--- config.mk ---
export PLATFORM = sky130hd
export DESIGN_NAME = bcmf_obuf
export DESIGN_NICKNAME = d
export VERILOG_FILES = /design/src/hdl/bcmf_pkg.sv /design/src/hdl/bcmf_obuf.sv
export SDC_FILE = /design/constraint.sdc
export NUM_CORES = 1
export LEC_CHECK = 0
export BUFFER_PORTS_ARGS = -buffer_cell sky130_fd_sc_hd__buf_2
export CAP_MARGIN = 20
export CELL_PAD_IN_SITES_DETAIL_PLACEMENT = 1
export CELL_PAD_IN_SITES_GLOBAL_PLACEMENT = 1
export CORE_AREA = 10 10 47 49
export CTS_CLUSTER_DIAMETER = 200
export CTS_CLUSTER_SIZE = 12
export DETAILED_ROUTE_END_ITERATION = 12
export DIE_AREA = 0 0 57 59
export PLACE_DENSITY_LB_ADDON = 0.05
export SYNTH_ARGS = -nofsm -noshare
export SYNTH_HDL_FRONTEND = slang
export SYNTH_SLANG_ARGS = --single-unit
--- constraint.sdc ---
create_clock -name clk -period 2.4 [get_ports clk]
set_clock_uncertainty 0.05 [all_clocks]
set_input_delay 0.24 -clock clk [delete_from_list [all_inputs] [get_ports clk]]
set_output_delay 0.24 -clock clk [all_outputs]
set_load 0.05 [all_outputs]
--- src/hdl/bcmf_pkg.sv ---
// shared types and constants of the binary cross morphology filter
package bcmf_pkg;

  localparam int DEF_MAX_WIDTH = 1024;

  localparam int MODE_W   = 3;
  localparam int WIDTH_W  = 11;
  localparam int HEIGHT_W = 13;
  localparam int ROW_W    = 12;
  localparam int CFG_IDX_W  = 2;
  localparam int CFG_DATA_W = 13;

  // largest frame height; larger register values clamp to it
  localparam logic [HEIGHT_W-1:0] ROW_LIMIT = 13'd4096;

  localparam logic [MODE_W-1:0] MODE_INVERT = 3'd0;
  localparam logic [MODE_W-1:0] MODE_ERODE  = 3'd1;
  localparam logic [MODE_W-1:0] MODE_DILATE = 3'd2;
  localparam logic [MODE_W-1:0] MODE_AVERAGE = 3'd3;
  localparam logic [MODE_W-1:0] MODE_ZERO   = 3'd4;

  localparam logic [CFG_IDX_W-1:0] CFG_MODE   = 2'd0;
  localparam logic [CFG_IDX_W-1:0] CFG_WIDTH  = 2'd1;
  localparam logic [CFG_IDX_W-1:0] CFG_HEIGHT = 2'd2;

  localparam logic [MODE_W-1:0]   RESET_MODE   = MODE_INVERT;
  localparam logic [WIDTH_W-1:0]  RESET_WIDTH  = 11'd1024;
  localparam logic [HEIGHT_W-1:0] RESET_HEIGHT = 13'd1024;

  typedef struct packed {
    logic func;
    logic pixel_in;
  } in_item_t;

  typedef struct packed {
    logic pixel_out;
    logic end_of_row;
    logic end_of_frame;
  } out_item_t;

  typedef struct packed {
    logic [MODE_W-1:0]   mode;
    logic [WIDTH_W-1:0]  image_width;
    logic [HEIGHT_W-1:0] image_height;
  } cfg_t;

  typedef struct packed {
    logic      push;
    out_item_t item;
  } core_res_t;

endpackage

--- src/hdl/bcmf_obuf.sv ---
// two entry result buffer between the filter core and the output channel
module bcmf_obuf (
  input  logic                clk,
  input  logic                rst_n,
  input  bcmf_pkg::core_res_t res,
  output logic                space,
  output logic                out_valid,
  input  logic                out_ready,
  output bcmf_pkg::out_item_t out_data
);
  import bcmf_pkg::*;

  out_item_t  slot0_r, slot1_r;
  logic [1:0] cnt_r, cnt_nxt;
  logic       pop;

  assign out_valid = cnt_r != 2'd0;
  assign out_data  = slot0_r;
  assign space     = cnt_r != 2'd2;
  assign pop       = out_valid && out_ready;

  always_comb begin
    cnt_nxt = cnt_r;
    if (res.push && !pop) cnt_nxt = cnt_r + 2'd1;
    else if (pop && !res.push) cnt_nxt = cnt_r - 2'd1;
  end

  always_ff @(posedge clk) begin
    if (!rst_n) begin
      cnt_r <= 2'd0;
    end else begin
      cnt_r <= cnt_nxt;
    end
  end

  always_ff @(posedge clk) begin
    if (pop) begin
      if (res.push && cnt_r == 2'd1) slot0_r <= res.item;
      else slot0_r <= slot1_r;
    end else if (res.push && cnt_r == 2'd0) begin
      slot0_r <= res.item;
    end
    if (res.push && ((cnt_r == 2'd1 && !pop) || cnt_r == 2'd2)) slot1_r <= res.item;
  end

endmodule

# After elaboration in Yosys (flattened, before gate mapping)
# Index checks and enable logic that the tools add are counted.
# classes
addsub,2
n_eq_ne,3
n_mux,5
n_reduce_logical,14
# ops
op,n
two-way mux 3 bit,3
logical AND 1 bit,7
nonzero test 2 bit,3
two-way mux 2 bit,2
"adder 2 x 1 -> 2 bit, second input constant",1
"== test 2 x 1 -> 1 bit, second input constant",1
"== test 2 bit, second input constant",1
zero test 1 bit,2
zero test 2 bit,1
"inequality test 2 bit, second input constant",1
"subtractor 2 x 1 -> 2 bit, second input constant",1
logical OR 1 bit,1
# word_totals
regBits,8
input_bits,7

# Longest topological paths before layout
# logic_depth
ltp_word,6
ltp_mapped,7
ltp_nobuf,7

# Least setup slack after synthesis
# Ideal clock, no wire load.
# synth_path
kind,reg2reg
from,register cnt_r[0]
to,register cnt_r[1]
setup_time_ps,115
t_arrival_ps,1413
slack_ps,822
path_stages_with_launch,8
path_buffers,0
path_cell_list,dfxtp_1 > inv_1 > ha_1 > or2b_1 > ha_1 > nand2_1 > o21ai_0 > and2_1
# synth_via
elab_chain_len,5
# synth_lines
element,line_no,text
"start, declared",bcmf_obuf.sv:14,"logic [1:0] cnt_r, cnt_nxt;"
"start signal, assigned",bcmf_obuf.sv:32,cnt_r <= cnt_nxt;
branches (longest 5 deep; another with subtractor 2 x 1 -> 2 bit),n/a,
# Parallel ways; which one is timed is not known. The select of a mux whose other input is x is not followed.
# A chain may end at the register's enable or synchronous reset.

# Final worst setup path
# Ends and elaborated chain as after synthesis.

==> flow_summary.toml <==
[run_status]
status = "finished, final reports clean"

[cts]
clk_pin_slew_ns = 0.05
cts_root_buf = "clkbuf_4"
cts_resized = 0
cts_tree = "yes"
cts_htree_levels = 1
clock_latency_ns = 0.25
cts-buffers-inserted = 3
cts_hold_buf = 0
cts_buffer_depth = 2
cts_sinks = 8
postCtsSetupRepairBufs = 0

[place]
hpwl_microns = 749
pre_cts_ws_ns = 0.660
routabilityCongestion = 0.737
io_buffers = 11

[global_route]
met1_usage = 0.0412
grt_max_degree = 6
grtUsageTotal = 0.0562
gr-total-overflow = 0
met3_usage = 0.0322
top_usage_layer = "met2"
grt_pass1_vias = 334
grt_antenna_before_repair = 0
grtUsageMet2 = 0.105
grt_pass1_wl_mm = 1.42

[timing]
setup_viol = 0
worst_pin_slew_ns = 0.275
period_needed_ns = 1.73
worst_slew_margin_rel = 0.817
maxSlewViolCount = 0
hold_viol_final = 0
rsz0062_at_grt = "no"
fmax_mhz = 577
min_period_over_period = 0.722
final.setup.worst_slack_ns = 0.668
setup_tns_ns = 0

[pwr]
p_sw_mw = 0.326
p_seq_frac = 0.311
irDropWorstVdd_mv = 0.502
p_int_mw = 0.417
power_density_nw_per_um2 = 1380
p_clk_frac = 0.143
switching_share = 0.439
p_comb_frac = 0.546
leakage_nw = 0.249

[detailed_routing]
drc = 0
antenna_left = 0
dr_total_vias = 279
firstDrtPassIters = 2
routedWlPerCell_microns = 13.0
vias_per_cell = 4.36
wl_microns = 835
drt_iter0_markers = 2

[worst_hold_path]
min_path_type = "primary input to flop"
hold_start = "res[2]"

[floorplanning]
die-area_sq_um = 3360
die_w_microns = 57
initial_core_util = 0.312
ioPinCount = 12
coreArea_sq_um = 1400
rows = 14
die_y_microns = 59

[finish]
layout.nets = 61
nFillCells = 171
drive_gt1_frac = 0.396
antenna_cells = 0
syn_to_final_growth_pct = 23.2

[setup_path]
critPathTopFamily = "adder cells"
slowest_delay_ns = 0.39
startpoint_type = "flop"
timing.critical_path.mode_cell = "ha_1"
cp-startpoint = "cnt_r[0]"
r2r_start = "cnt_r[0]"
crit_path_end_kind = "flop"
arrival_ns = 1.82
cp_data_required_time_ns = 2.49
path_class = "flop to flop"
cp_num_buf_inv = 1
crit_chain = "inv_1 > ha_1 > or2b_1 > ha_1 > nand2_1 > o21ai_0 > and2_1"
slowest_stage = "dfxtp_1"
crit_fanout = 3

[logic_synthesis]
synthesis.area_sq_um = 437
synthCells = 33
yosys_register_bits = 8
yosysUniqueCellTypes = 15
yosys_warnings = 0
ys_seq_area_frac = 0.504
synth.net_count = 45
syn_area_per_cell_sq_um = 13.2

[job]
drv_cap = 0
==> kinds of logic (layout without fill, tap and decap cells) <==
group | Yosys count | in the layout | synth area share
and+or+nand+nor | 8 | 8 | 0.117
buffers and inverters | 4 | 19 | 0.0344
xor gates and xnor gates | 2 | 2 | 0.0401
AOI/OAI and AO/OA | 3 | 3 | 0.0573
muxes | 3 | 3 | 0.103
DFF | 8 | 8 | 0.504
adders and majority gates | 5 | 5 | 0.143
==> cells in the mapped netlist <==
| master | number | area share |
|---|---|---|
| xnor2_1 | 1 | 0.020 |
| and2_1 | 2 | 0.029 |
| dfxtp_1 | 2 | 0.092 |
| o21ai_0 | 1 | 0.011 |
| ha_1 | 5 | 0.14 |
| inv_1 | 4 | 0.034 |
| xor2_1 | 1 | 0.020 |
| nand2_1 | 3 | 0.026 |
| or2b_1 | 1 | 0.017 |
| nand2b_4 | 1 | 0.032 |
| edfxtp_1 | 6 | 0.41 |
| nor2b_1 | 1 | 0.014 |
| mux2_4 | 3 | 0.10 |
| a21oi_1 | 1 | 0.011 |
| a21o_4 | 1 | 0.034 |
==> power by group through the flow <==
stage | clock network [mW] | logic (mW) | registers [mW]
6_report | 0.106 | 0.406 | 0.231
5_1_grt | 0.124 | 0.448 | 0.234
4_1_cts | 0.112 | 0.416 | 0.232
3_5_place_dp | 0 | 0.414 | 0.236
3_3_place_gp | 0 | 0.405 | 0.232
2_1_floorplan | 0 | 0.264 | 0.297
==> sequential cells by signal (all words and copies together) (netlist names) <==
signal    cells
out_data      3
slot1_r       3
cnt_r         2
==> area by class of cell <==
class                           count  area, sq um  area share
Multi-Input combinational cell     21          201       0.374
Inverter                            4         15.0      0.0279
Timing Repair Buffer               11         55.1       0.102
Sequential cell                     8          220       0.409
Clock buffer                        4         26.3      0.0488
Tap cell                           16         20.0      0.0372
==> through the flow <==
stage	utilization	power [mW]	hold WS, ns	instance area, sq um	cells
floorplan	-	0.561	0.289	437	33
global placement	0.365	0.637	0.387	512	60
detailed placement	0.365	0.649	0.386	512	60
CTS	0.384	0.761	0.123	538	64
global route	0.384	0.806	0.110	538	64
finish	0.384	0.744	0.136	538	64
==> cells in the final DEF (no fill, tap or decap) <==
cell type and n:
buf_2 11, edfxtp_1 6, ha_1 5, inv_1 4, mux2_4 3, nand2_1 3
clkbuf_4 3, and2_1 2, dfxtp_1 2, or2b_1 1, nand2b_4 1, a21o_4 1
a21oi_1 1, nor2b_1 1, xnor2_1 1, xor2_1 1, o21ai_0 1, clkbuf_1 1
==> routing by layer <==
metal | up-vias | routed length (microns)
met1 | 135 | 293
met5 | - | 0
li1 | 139 | -
met2 | 5 | 516
met4 | 0 | 0
met3 | 0 | 24
==> worst paths after layout <==
path	to	slack [ns]	cells after the start
worst max-delay path	cnt_r[1]	0.67	7
worst min-delay path	slot1_r[2]	0.14	1
worst min register to register	out_data[1]	0.50	1
worst max register to register	cnt_r[1]	0.67	7
Power figures use the tool's default switching activity.
